## src/rtl/tsts_pkg.sv

```systemverilog
// shared types and constants of the sample tank sequencer
package tsts_pkg;

    // field and counter widths
    localparam int TIME_W     = 20;
    localparam int CNT_W      = 8;
    localparam int PERIOD_W   = 16;
    localparam int PH_W       = 14;
    localparam int TDS_W      = 16;
    localparam int TEMP_W     = 15;
    localparam int PH_SUM_W   = 22;
    localparam int TDS_SUM_W  = 24;
    localparam int TEMP_SUM_W = 23;
    localparam int DIV_W      = 24;
    localparam int DIV_CNT_W  = 5;
    localparam int CFG_IDX_W  = 3;
    localparam int CFG_DATA_W = 20;

    // register values after reset
    localparam logic [TIME_W-1:0]   FILL_TIME_RST     = 20'd5000;
    localparam logic [TIME_W-1:0]   SETTLE_TIME_RST   = 20'd10000;
    localparam logic [TIME_W-1:0]   DRAIN_TIME_RST    = 20'd5000;
    localparam logic [CNT_W-1:0]    SAMPLES_TOTAL_RST = 8'd30;
    localparam logic [PERIOD_W-1:0] SAMPLE_PERIOD_RST = 16'd100;
    localparam logic [CNT_W-1:0]    WARMUP_DROP_RST   = 8'd10;

    localparam logic [TIME_W-1:0] ELAPSED_MAX = '1;

    // request opcodes
    localparam logic OP_TICK  = 1'b0;
    localparam logic OP_START = 1'b1;

    // configuration register indexes
    localparam logic [CFG_IDX_W-1:0] CFG_FILL_TIME     = 3'd0;
    localparam logic [CFG_IDX_W-1:0] CFG_SETTLE_TIME   = 3'd1;
    localparam logic [CFG_IDX_W-1:0] CFG_DRAIN_TIME    = 3'd2;
    localparam logic [CFG_IDX_W-1:0] CFG_SAMPLES_TOTAL = 3'd3;
    localparam logic [CFG_IDX_W-1:0] CFG_SAMPLE_PERIOD = 3'd4;
    localparam logic [CFG_IDX_W-1:0] CFG_WARMUP_DROP   = 3'd5;

    typedef enum logic [2:0] {
        PH_IDLE   = 3'd0,
        PH_FILL   = 3'd1,
        PH_SETTLE = 3'd2,
        PH_READ   = 3'd3,
        PH_DRAIN  = 3'd4
    } t_phase;

    typedef enum logic {
        CS_IDLE,
        CS_DIV
    } t_ctl_state;

    typedef enum logic [1:0] {
        DV_PH,
        DV_TDS,
        DV_TEMP
    } t_div_sel;

    // divider status toward the sequencer
    typedef struct packed {
        logic busy;
        logic done;
    } t_div_stat;

endpackage

```

## src/rtl/tsts_item_if.sv

```systemverilog
// input request channel
interface tsts_item_if;
    logic                          valid;
    logic                          ready;
    logic                          opcode;
    logic [tsts_pkg::PH_W-1:0]     ph_value;
    logic [tsts_pkg::TDS_W-1:0]    tds_value;
    logic signed [tsts_pkg::TEMP_W-1:0] temp_value;

    modport source (output valid, opcode, ph_value, tds_value, temp_value, input ready);
    modport sink   (input valid, opcode, ph_value, tds_value, temp_value, output ready);
endinterface

```

## src/rtl/tsts_result_if.sv

```systemverilog
// result channel
interface tsts_result_if;
    logic                          valid;
    logic                          ready;
    logic [2:0]                    phase;
    logic                          pump_on;
    logic                          valve_open;
    logic                          sample_taken;
    logic                          average_ready;
    logic [tsts_pkg::PH_W-1:0]     avg_ph;
    logic [tsts_pkg::TDS_W-1:0]    avg_tds;
    logic signed [tsts_pkg::TEMP_W-1:0] avg_temp;

    modport source (output valid, phase, pump_on, valve_open, sample_taken, average_ready,
                    avg_ph, avg_tds, avg_temp, input ready);
    modport sink   (input valid, phase, pump_on, valve_open, sample_taken, average_ready,
                    avg_ph, avg_tds, avg_temp, output ready);
endinterface

```

## src/rtl/tsts_cfg_if.sv

```systemverilog
// configuration write channel
interface tsts_cfg_if;
    logic                               valid;
    logic                               ready;
    logic [tsts_pkg::CFG_IDX_W-1:0]     index;
    logic [tsts_pkg::CFG_DATA_W-1:0]    wdata;

    modport source (output valid, index, wdata, input ready);
    modport sink   (input valid, index, wdata, output ready);
endinterface

```

## src/rtl/tsts_divider.sv

```systemverilog
// bit-serial restoring divider, one quotient bit per cycle
module tsts_divider (
    input  logic                          i_clk,
    input  logic                          i_rst_n,
    input  logic                          i_start,
    input  logic [tsts_pkg::DIV_W-1:0]    i_dividend,
    input  logic [tsts_pkg::CNT_W-1:0]    i_divisor,
    output tsts_pkg::t_div_stat           o_stat,
    output logic [tsts_pkg::DIV_W-1:0]    o_quotient
);
    import tsts_pkg::*;

    logic                 r_busy;
    logic [DIV_CNT_W-1:0] r_cnt;
    logic [DIV_W-1:0]     r_dvd;
    logic [CNT_W-1:0]     r_rem;

    logic [CNT_W:0]       rem_sh;
    logic [CNT_W+1:0]     diff;
    logic                 fits;
    logic [CNT_W-1:0]     n_rem;
    logic                 last;

    // one shift-subtract step
    always_comb begin
        rem_sh = {r_rem, r_dvd[DIV_W-1]};
        diff   = {1'b0, rem_sh} - {2'b00, i_divisor};
        fits   = ~diff[CNT_W+1];
        n_rem  = fits ? diff[CNT_W-1:0] : rem_sh[CNT_W-1:0];
        last   = (r_cnt == DIV_CNT_W'(DIV_W - 1));
    end

    assign o_quotient  = {r_dvd[DIV_W-2:0], fits};
    assign o_stat.busy = r_busy;
    assign o_stat.done = r_busy & last;

    // dividend register shifts quotient bits in from the bottom
    always_ff @(posedge i_clk) begin
        if (!i_rst_n) begin
            r_busy <= 1'b0;
            r_cnt  <= '0;
        end else if (i_start) begin
            r_busy <= 1'b1;
            r_cnt  <= '0;
            r_dvd  <= i_dividend;
            r_rem  <= '0;
        end else if (r_busy) begin
            r_dvd <= o_quotient;
            r_rem <= n_rem;
            r_cnt <= r_cnt + 1'b1;
            if (last) begin
                r_busy <= 1'b0;
            end
        end
    end

endmodule

```

## src/rtl/timed_sampling_tank_sequencer_unit.sv

```systemverilog
// sample tank sequencer: fill, settle, read with averaging, drain
// results: registered, each in the cycle after its request, but for the request ending the read
// phase with kept samples; that one waits on the shared one-bit-per-cycle divider, which works
// out the three averages in turn
// throughput: one request per cycle otherwise, with results taken; not ready while averaging
// reset: synchronous, returns registers to their defaults, phase idle, averages zero
module timed_sampling_tank_sequencer_unit #(
    parameter int MAX_SAMPLES = 255
) (
    input  logic          i_clk,
    input  logic          i_rst_n,
    tsts_item_if.sink     i_item,
    tsts_result_if.source o_result,
    tsts_cfg_if.sink      i_cfg
);
    import tsts_pkg::*;

    localparam logic [9:0] MAX_LIM = 10'(MAX_SAMPLES);

    // configuration registers
    logic [TIME_W-1:0]   r_fill_time;
    logic [TIME_W-1:0]   r_settle_time;
    logic [TIME_W-1:0]   r_drain_time;
    logic [CNT_W-1:0]    r_samples_total;
    logic [PERIOD_W-1:0] r_sample_period;
    logic [CNT_W-1:0]    r_warmup_drop;

    // sequencer state
    t_phase                  r_phase,     n_phase;
    logic [TIME_W-1:0]       r_elapsed,   n_elapsed;
    logic [CNT_W-1:0]        r_index,     n_index;
    logic [CNT_W-1:0]        r_kept,      n_kept;
    logic [PH_SUM_W-1:0]     r_ph_sum,    n_ph_sum;
    logic [TDS_SUM_W-1:0]    r_tds_sum,   n_tds_sum;
    logic signed [TEMP_SUM_W-1:0] r_temp_sum, n_temp_sum;
    logic [PH_W-1:0]         r_mean_ph,   n_mean_ph;
    logic [TDS_W-1:0]        r_mean_tds,  n_mean_tds;
    logic signed [TEMP_W-1:0] r_mean_temp, n_mean_temp;

    // control and result flags
    t_ctl_state r_ctl,       n_ctl;
    t_div_sel   r_sel,       n_sel;
    logic       r_out_valid, n_out_valid;
    logic       r_taken,     n_taken;
    logic       r_avg_rdy,   n_avg_rdy;

    logic                  accept;
    logic [TIME_W-1:0]     elapsed_inc;
    logic [CNT_W-1:0]      total;
    logic                  keep;
    logic                  temp_neg;
    logic [TEMP_SUM_W-1:0] temp_mag;
    logic [CNT_W-1:0]      half_k;
    logic [DIV_W-1:0]      dividend;
    logic                  div_start;
    t_div_stat             div_stat;
    logic [DIV_W-1:0]      quotient;

    // handshakes
    assign i_item.ready = (r_ctl == CS_IDLE) && (!r_out_valid || o_result.ready);
    assign accept       = i_item.valid && i_item.ready;
    assign i_cfg.ready  = 1'b1;

    // result fields come straight from held state
    assign o_result.valid         = r_out_valid;
    assign o_result.phase         = r_phase;
    assign o_result.pump_on       = (r_phase == PH_FILL);
    assign o_result.valve_open    = (r_phase == PH_DRAIN);
    assign o_result.sample_taken  = r_taken;
    assign o_result.average_ready = r_avg_rdy;
    assign o_result.avg_ph        = r_mean_ph;
    assign o_result.avg_tds       = r_mean_tds;
    assign o_result.avg_temp      = r_mean_temp;

    // timer step, sample count bound and warm-up rule
    always_comb begin
        elapsed_inc = (r_elapsed != ELAPSED_MAX) ? r_elapsed + 1'b1 : r_elapsed;
        total       = ({2'b00, r_samples_total} < MAX_LIM) ? r_samples_total
                                                            : MAX_LIM[CNT_W-1:0];
        keep        = (r_index >= r_warmup_drop) || (total <= r_warmup_drop);
    end

    // rounded dividend for the average being worked on
    always_comb begin
        half_k   = r_kept >> 1;
        temp_neg = r_temp_sum[TEMP_SUM_W-1];
        temp_mag = temp_neg ? -r_temp_sum : r_temp_sum;
        case (r_sel)
            DV_PH:   dividend = DIV_W'(r_ph_sum) + DIV_W'(half_k);
            DV_TDS:  dividend = r_tds_sum + DIV_W'(half_k);
            DV_TEMP: dividend = DIV_W'(temp_mag) + DIV_W'(half_k);
            default: dividend = '0;
        endcase
        div_start = (r_ctl == CS_DIV) && !div_stat.busy;
    end

    tsts_divider u_div (
        .i_clk      (i_clk),
        .i_rst_n    (i_rst_n),
        .i_start    (div_start),
        .i_dividend (dividend),
        .i_divisor  (r_kept),
        .o_stat     (div_stat),
        .o_quotient (quotient)
    );

    // phase sequencing and average control
    always_comb begin
        n_phase     = r_phase;
        n_elapsed   = r_elapsed;
        n_index     = r_index;
        n_kept      = r_kept;
        n_ph_sum    = r_ph_sum;
        n_tds_sum   = r_tds_sum;
        n_temp_sum  = r_temp_sum;
        n_mean_ph   = r_mean_ph;
        n_mean_tds  = r_mean_tds;
        n_mean_temp = r_mean_temp;
        n_ctl       = r_ctl;
        n_sel       = r_sel;
        n_out_valid = r_out_valid && !o_result.ready;
        n_taken     = r_taken;
        n_avg_rdy   = r_avg_rdy;

        case (r_ctl)
            CS_IDLE: begin
                if (accept) begin
                    n_out_valid = 1'b1;
                    n_taken     = 1'b0;
                    n_avg_rdy   = 1'b0;
                    if (i_item.opcode == OP_START) begin
                        if (r_phase == PH_IDLE) begin
                            n_elapsed = '0;
                            n_phase   = PH_FILL;
                        end
                    end else begin
                        n_elapsed = elapsed_inc;
                        case (r_phase)
                            PH_FILL: begin
                                if (elapsed_inc >= r_fill_time) begin
                                    n_phase = PH_SETTLE;
                                end
                            end
                            PH_SETTLE: begin
                                if (elapsed_inc >= r_settle_time) begin
                                    n_index    = '0;
                                    n_kept     = '0;
                                    n_ph_sum   = '0;
                                    n_tds_sum  = '0;
                                    n_temp_sum = '0;
                                    n_elapsed  = '0;
                                    n_phase    = PH_READ;
                                end
                            end
                            PH_READ: begin
                                if (r_index < total) begin
                                    if (elapsed_inc >= TIME_W'(r_sample_period)) begin
                                        n_taken = 1'b1;
                                        if (keep) begin
                                            n_ph_sum   = r_ph_sum + PH_SUM_W'(i_item.ph_value);
                                            n_tds_sum  = r_tds_sum
                                                       + TDS_SUM_W'(i_item.tds_value);
                                            n_temp_sum = r_temp_sum
                                                       + TEMP_SUM_W'(i_item.temp_value);
                                            n_kept     = r_kept + 1'b1;
                                        end
                                        n_elapsed = '0;
                                        n_index   = r_index + 1'b1;
                                    end
                                end else begin
                                    // sums stay until the averages are done
                                    n_elapsed = '0;
                                    n_phase   = PH_DRAIN;
                                    if (r_kept != '0) begin
                                        n_out_valid = 1'b0;
                                        n_ctl       = CS_DIV;
                                        n_sel       = DV_PH;
                                    end
                                end
                            end
                            PH_DRAIN: begin
                                if (elapsed_inc >= r_drain_time) begin
                                    n_phase = PH_IDLE;
                                end
                            end
                            default: begin
                            end
                        endcase
                    end
                end
            end
            CS_DIV: begin
                if (div_stat.done) begin
                    case (r_sel)
                        DV_PH: begin
                            n_mean_ph = quotient[PH_W-1:0];
                            n_sel     = DV_TDS;
                        end
                        DV_TDS: begin
                            n_mean_tds = quotient[TDS_W-1:0];
                            n_sel      = DV_TEMP;
                        end
                        default: begin
                            n_mean_temp = temp_neg ? -quotient[TEMP_W-1:0]
                                                   : quotient[TEMP_W-1:0];
                            n_ctl       = CS_IDLE;
                            n_out_valid = 1'b1;
                            n_avg_rdy   = 1'b1;
                        end
                    endcase
                end
            end
            default: begin
                n_ctl = CS_IDLE;
            end
        endcase
    end

    // state registers
    always_ff @(posedge i_clk) begin
        if (!i_rst_n) begin
            r_phase     <= PH_IDLE;
            r_elapsed   <= '0;
            r_index     <= '0;
            r_kept      <= '0;
            r_ph_sum    <= '0;
            r_tds_sum   <= '0;
            r_temp_sum  <= '0;
            r_mean_ph   <= '0;
            r_mean_tds  <= '0;
            r_mean_temp <= '0;
            r_ctl       <= CS_IDLE;
            r_sel       <= DV_PH;
            r_out_valid <= 1'b0;
            r_taken     <= 1'b0;
            r_avg_rdy   <= 1'b0;
        end else begin
            r_phase     <= n_phase;
            r_elapsed   <= n_elapsed;
            r_index     <= n_index;
            r_kept      <= n_kept;
            r_ph_sum    <= n_ph_sum;
            r_tds_sum   <= n_tds_sum;
            r_temp_sum  <= n_temp_sum;
            r_mean_ph   <= n_mean_ph;
            r_mean_tds  <= n_mean_tds;
            r_mean_temp <= n_mean_temp;
            r_ctl       <= n_ctl;
            r_sel       <= n_sel;
            r_out_valid <= n_out_valid;
            r_taken     <= n_taken;
            r_avg_rdy   <= n_avg_rdy;
        end
    end

    // configuration writes
    always_ff @(posedge i_clk) begin
        if (!i_rst_n) begin
            r_fill_time     <= FILL_TIME_RST;
            r_settle_time   <= SETTLE_TIME_RST;
            r_drain_time    <= DRAIN_TIME_RST;
            r_samples_total <= SAMPLES_TOTAL_RST;
            r_sample_period <= SAMPLE_PERIOD_RST;
            r_warmup_drop   <= WARMUP_DROP_RST;
        end else if (i_cfg.valid) begin
            case (i_cfg.index)
                CFG_FILL_TIME:     r_fill_time     <= i_cfg.wdata;
                CFG_SETTLE_TIME:   r_settle_time   <= i_cfg.wdata;
                CFG_DRAIN_TIME:    r_drain_time    <= i_cfg.wdata;
                CFG_SAMPLES_TOTAL: r_samples_total <= i_cfg.wdata[CNT_W-1:0];
                CFG_SAMPLE_PERIOD: r_sample_period <= i_cfg.wdata[PERIOD_W-1:0];
                CFG_WARMUP_DROP:   r_warmup_drop   <= i_cfg.wdata[CNT_W-1:0];
                default: begin
                end
            endcase
        end
    end

endmodule

```

## src/flat_wrapper.sv

```systemverilog
// flat-port wrapper written by rule: the top's interface ports become plain ports
module timed_sampling_tank_sequencer_unit_flat import tsts_pkg::*;
#(
    parameter int MAX_SAMPLES = 255
)
  (i_clk, i_rst_n, i_item_valid, i_item_opcode, i_item_ph_value, i_item_tds_value, i_item_temp_value, i_item_ready, o_result_valid, o_result_phase, o_result_pump_on, o_result_valve_open, o_result_sample_taken, o_result_average_ready, o_result_avg_ph, o_result_avg_tds, o_result_avg_temp, o_result_ready, i_cfg_valid, i_cfg_index, i_cfg_wdata, i_cfg_ready);
  tsts_item_if i_item_i ();
  tsts_result_if o_result_i ();
  tsts_cfg_if i_cfg_i ();
  input  logic i_clk;
  input  logic i_rst_n;
  input wire logic [$bits(i_item_i.valid)-1:0] i_item_valid;
  input wire logic [$bits(i_item_i.opcode)-1:0] i_item_opcode;
  input wire logic [$bits(i_item_i.ph_value)-1:0] i_item_ph_value;
  input wire logic [$bits(i_item_i.tds_value)-1:0] i_item_tds_value;
  input wire logic [$bits(i_item_i.temp_value)-1:0] i_item_temp_value;
  output wire logic [$bits(i_item_i.ready)-1:0] i_item_ready;
  output wire logic [$bits(o_result_i.valid)-1:0] o_result_valid;
  output wire logic [$bits(o_result_i.phase)-1:0] o_result_phase;
  output wire logic [$bits(o_result_i.pump_on)-1:0] o_result_pump_on;
  output wire logic [$bits(o_result_i.valve_open)-1:0] o_result_valve_open;
  output wire logic [$bits(o_result_i.sample_taken)-1:0] o_result_sample_taken;
  output wire logic [$bits(o_result_i.average_ready)-1:0] o_result_average_ready;
  output wire logic [$bits(o_result_i.avg_ph)-1:0] o_result_avg_ph;
  output wire logic [$bits(o_result_i.avg_tds)-1:0] o_result_avg_tds;
  output wire logic [$bits(o_result_i.avg_temp)-1:0] o_result_avg_temp;
  input wire logic [$bits(o_result_i.ready)-1:0] o_result_ready;
  input wire logic [$bits(i_cfg_i.valid)-1:0] i_cfg_valid;
  input wire logic [$bits(i_cfg_i.index)-1:0] i_cfg_index;
  input wire logic [$bits(i_cfg_i.wdata)-1:0] i_cfg_wdata;
  output wire logic [$bits(i_cfg_i.ready)-1:0] i_cfg_ready;
  assign i_item_i.valid = i_item_valid;
  assign i_item_i.opcode = i_item_opcode;
  assign i_item_i.ph_value = i_item_ph_value;
  assign i_item_i.tds_value = i_item_tds_value;
  assign i_item_i.temp_value = i_item_temp_value;
  assign i_item_ready = i_item_i.ready;
  assign o_result_valid = o_result_i.valid;
  assign o_result_phase = o_result_i.phase;
  assign o_result_pump_on = o_result_i.pump_on;
  assign o_result_valve_open = o_result_i.valve_open;
  assign o_result_sample_taken = o_result_i.sample_taken;
  assign o_result_average_ready = o_result_i.average_ready;
  assign o_result_avg_ph = o_result_i.avg_ph;
  assign o_result_avg_tds = o_result_i.avg_tds;
  assign o_result_avg_temp = o_result_i.avg_temp;
  assign o_result_i.ready = o_result_ready;
  assign i_cfg_i.valid = i_cfg_valid;
  assign i_cfg_i.index = i_cfg_index;
  assign i_cfg_i.wdata = i_cfg_wdata;
  assign i_cfg_ready = i_cfg_i.ready;
  timed_sampling_tank_sequencer_unit #(.MAX_SAMPLES(MAX_SAMPLES)) u_core (.i_clk(i_clk), .i_rst_n(i_rst_n), .i_item(i_item_i), .o_result(o_result_i), .i_cfg(i_cfg_i));
endmodule
```

## config.mk

```make
export PLATFORM = sky130hd
export DESIGN_NAME = timed_sampling_tank_sequencer_unit_flat
export DESIGN_NICKNAME = d
export VERILOG_FILES = /design/src/rtl/tsts_pkg.sv /design/src/rtl/tsts_item_if.sv /design/src/rtl/tsts_result_if.sv /design/src/rtl/tsts_cfg_if.sv /design/src/rtl/tsts_divider.sv /design/src/rtl/timed_sampling_tank_sequencer_unit.sv /design/src/flat_wrapper.sv
export SDC_FILE = /design/constraint.sdc
export NUM_CORES = 1
export LEC_CHECK = 0
export BUFFER_PORTS_ARGS = -buffer_cell sky130_fd_sc_hd__buf_2
export CORE_UTILIZATION = 61
export CTS_BUF_LIST = sky130_fd_sc_hd__clkbuf_4
export CTS_CLUSTER_SIZE = 28
export DETAILED_ROUTE_END_ITERATION = 6
export PLACE_DENSITY = 0.91
export SETUP_SLACK_MARGIN = 0.3
export SLEW_MARGIN = 20
export SYNTH_ARGS = -nofsm -noshare
export SYNTH_HDL_FRONTEND = slang
export SYNTH_SLANG_ARGS = --single-unit
```

## constraint.sdc

```tcl
create_clock -name i_clk -period 5.97 [get_ports i_clk]
set_clock_uncertainty 0.05 [all_clocks]
set_input_delay 1.194 -clock i_clk [delete_from_list [all_inputs] [get_ports i_clk]]
set_output_delay 1.194 -clock i_clk [all_outputs]
set_load 0.01 [all_outputs]
```

==> flow_metrics.env <==
export IMPL_hp_class="reg2reg"
export IMPL_syn_cell_area_sq_um=18700
export IMPL_design_area_sq_um=20600
export IMPL_track_usage_pct=33.9
export IMPL_hold_viol=0
export IMPL_vias_per_cell=6.27
export IMPL_worstSetupPathType="reg2reg"
export IMPL_io_pins=129
export IMPL_synth_edf_count=32
export IMPL_path_max_fanout=26
export IMPL_leakagePower_nw=8.56
export IMPL_drt_total_wl_microns=53500
export IMPL_clkSinkCount=289
export IMPL_synth_seq_area_share_pct=32.6
export IMPL_synth_area_leaders="dfxtp_1 27%, ha_1 12%, nand2_1 7.3%"
export IMPL_status="completed"
export IMPL_numCtsBuffers=80
export IMPL_coreArea_sq_um=30000
export IMPL_postCtsSetupBuffers=0
export IMPL_grt_pass1_wl_microns=86000
export IMPL_drtIter0Drc=1633
export IMPL_ant_nets=0
export IMPL_ys_async_sr_fraction_pct=0
export IMPL_drc=0
export IMPL_cts_htree_levels=3
export IMPL_vias=18300
export IMPL_power_frac_clock_pct=44.3
export IMPL_mostFrequentLayoutCells="365 x nand2_1, 257 x dfxtp_1, 234 x a21oi_1, 186 x nor2_1, 184 x ha_1"
export IMPL_hpwl_microns=38700
export IMPL_clk_latency_ns=0.76
export IMPL_avgRoutedWirePerCell_microns=18.4
export IMPL_placed_area_sq_um=19600
export IMPL_grt_max_degree=93
export IMPL_setup_viol=0
export IMPL_grt_setup_unrepaired="true"
export IMPL_start_util_pct=62.5
export IMPL_antenna_found_initial=1
export IMPL_port_buffers=127
export IMPL_cts_tree="yes"
export IMPL_drv_cap=0
export IMPL_postSynthAreaPerCell_sq_um=7.99
export IMPL_cell_internal_pwr_w=0.00296
export IMPL_first_global_vias=17500
export IMPL_arrival_ns=5.94
export IMPL_start_kind="flop"
export IMPL_die_y_microns=177
export IMPL_worst_pin_slew_ns=1.03
export IMPL_irDropWorstVdd_v=0.000141
export IMPL_p_per_area_nw_per_um2=196
export IMPL_layout_commonest_cell="nand2_1"
export IMPL_seq_power_share_pct=49.2
export IMPL_synth_seq_cells=289
export IMPL_place_congestion=0.957
export IMPL_final_nets=2729
export IMPL_max_freq_ghz=0.186
export IMPL_hold_slack_ns=0.404
export IMPL_drive_gt1_share_pct=12.5
export IMPL_finalMaxSlewViolations=0
export IMPL_p_sw_w=0.00107
export IMPL_fillers=2331
export IMPL_synth_top_cell_area_share_pct=27.5
export IMPL_critPathRequiredTime_ns=6.53
export IMPL_switching_share_pct=26.5
export IMPL_syn_nets=2608
export IMPL_end_kind="flop"
export IMPL_area_growth_pct=10.0
export IMPL_synth_distinct_cells=84
export IMPL_fp_dieW_microns=177
export IMPL_fin_crit_sh_pct=90.1
export IMPL_layout_min_cycle_time_ns=5.38
export IMPL_multi_input_area_sq_um=11700
export IMPL_dr_pass1_iters=6
export IMPL_yosysTopAreaCell="dfxtp_1"
export IMPL_slew_headroom_pct=31.5
export IMPL_grt_ovfl_total=0
export IMPL_synth_warning_count=0
export IMPL_clk_path_buf_depth=3
export IMPL_clk_pin_slew_ns=0.06
export IMPL_cts_root_buf="clkbuf_4"
export IMPL_comb_power_share_pct=6.5
export IMPL_synth_ff_type="dfxtp_1"
export IMPL_synth_cells=2344
export IMPL_layout_area_seq_sq_um=6110
export IMPL_dieArea_sq_um=31400
export IMPL_rows=63
export IMPL_finalSetupTns_ns=0
[cells in the mapped netlist (all sizes together), types with 16 or more instances]
library cell	number
nand2	365
dfxtp	257
a21oi	234
nor2	189
ha	184
inv	142
clkbuf	88
o21ai	81
xnor2	79
nand3	78
xor2	67
a21o	38
nor3	38
nand4	37
o211ai	36
a22oi	33
edfxtp	32
a211oi	26
buf	26
nand2b	22
nor2b	22
and3	21
a31oi	18
nor4	18
or4	17
o21a	16
[through the flow]
stage                     cells  worst slack [ns]  power [W]  utilization [%]
after floorplan            2344              1.35    0.00219                -
after global placement     2772             0.708    0.00227             65.4
after detailed placement   2772             0.556    0.00228             65.4
after CTS                  2911             0.479    0.00403             68.7
after global routing       2913             0.253    0.00417             68.8
final                      2913             0.590    0.00403             68.8
[critical path, stage by stage, from the launching register on]
cell	delay, ns
dfxtp_1	0.45
nand2_1	0.13
or4_1	0.55
or4_1	0.57
and4_1	0.33
nand3_1	0.20
nor2_1	0.08
xor2_1	0.35
ha_1	0.21
nand4_1	0.11
nor4_1	0.29
nand2_1	0.10
a31oi_1	0.26
o21a_1	0.32
and3_4	0.49
nand3_2	0.22
or3_1	0.39
a21oi_1	0.14
[worst paths after layout]
path / from / to / slack (ns) / depth (start not counted)
setup / recovery: u_core.r_elapsed[4]$_SDFFE_PN0P_ / u_core.r_tds_sum[23]$_SDFFE_PN0P_ / 0.59 / 17
hold / removal: u_core.o_result.avg_tds[8]$_SDFFE_PN0P_ / u_core.o_result.avg_tds[8]$_SDFFE_PN0P_ / 0.40 / 2
setup reg to reg: u_core.r_elapsed[4]$_SDFFE_PN0P_ / u_core.r_tds_sum[23]$_SDFFE_PN0P_ / 0.59 / 17
hold reg to reg: u_core.o_result.avg_tds[8]$_SDFFE_PN0P_ / u_core.o_result.avg_tds[8]$_SDFFE_PN0P_ / 0.40 / 2
[per-layer routing]
layer  routed length (microns)  share of wire, %  global-route usage (%)
met2                     25300                47                    57.1
met5                         0                 0                       0
met1                     21700                41                    42.0
met4                      2000               3.7                    15.3
met3                      4470               8.4                    5.76
[sequential cells by signal (all words and copies together), names as in the netlist, 14 cells and up]
name and count:
u_core.r_settle_time 20, u_core.r_temp_sum 23, u_core.o_result.avg_tds 16, u_core.r_sample_period 16, u_core.r_elapsed 20, u_core.r_tds_sum 24, u_core.u_div.r_dvd 24, u_core.r_ph_sum 22
u_core.r_drain_time 20, u_core.r_fill_time 20, u_core.o_result.avg_temp 15, u_core.o_result.avg_ph 14
[power by group through the flow]
stage | Sequential (W) | Combinational, W | Clock (W)
3_5_place_dp | 0.00203 | 0.000252 | 0
2_1_floorplan | 0.00203 | 0.000159 | 0
4_1_cts | 0.00199 | 0.000254 | 0.00179
3_3_place_gp | 0.00203 | 0.000241 | 0
6_report | 0.00199 | 0.000260 | 0.00179
5_1_grt | 0.00199 | 0.000286 | 0.00190
[layout make-up]
class                   count  share of cell area (%)
clock buffers             110                    4.01
multi-input cells        1799                    56.6
clock inverters            29                   0.747
repair buffers            152                    3.99
well taps                 390                    2.37
flip-flops and latches    289                    29.6
diodes                      1                  0.0121
inverters                 143                    2.63
[cells by family (layout without fill, tap and decap cells)]
group	count (synthesis)	in the layout	synth area share, %
compound gates	585	586	20.0
xor+xnor	146	146	6.83
fa+ha+maj	190	190	12.9
buf+inv	257	434	5.42
flops	289	289	32.6
mux	16	16	0.875
other cells	1	2	0.0200
simple gates	860	860	21.3
[what timing repair did]
item,in CTS,in global routing
setup endpoints to repair,0,15
hold buffers,0,0
gates resized for setup,0,3
Note: power is estimated with default switching activity, not from simulation.
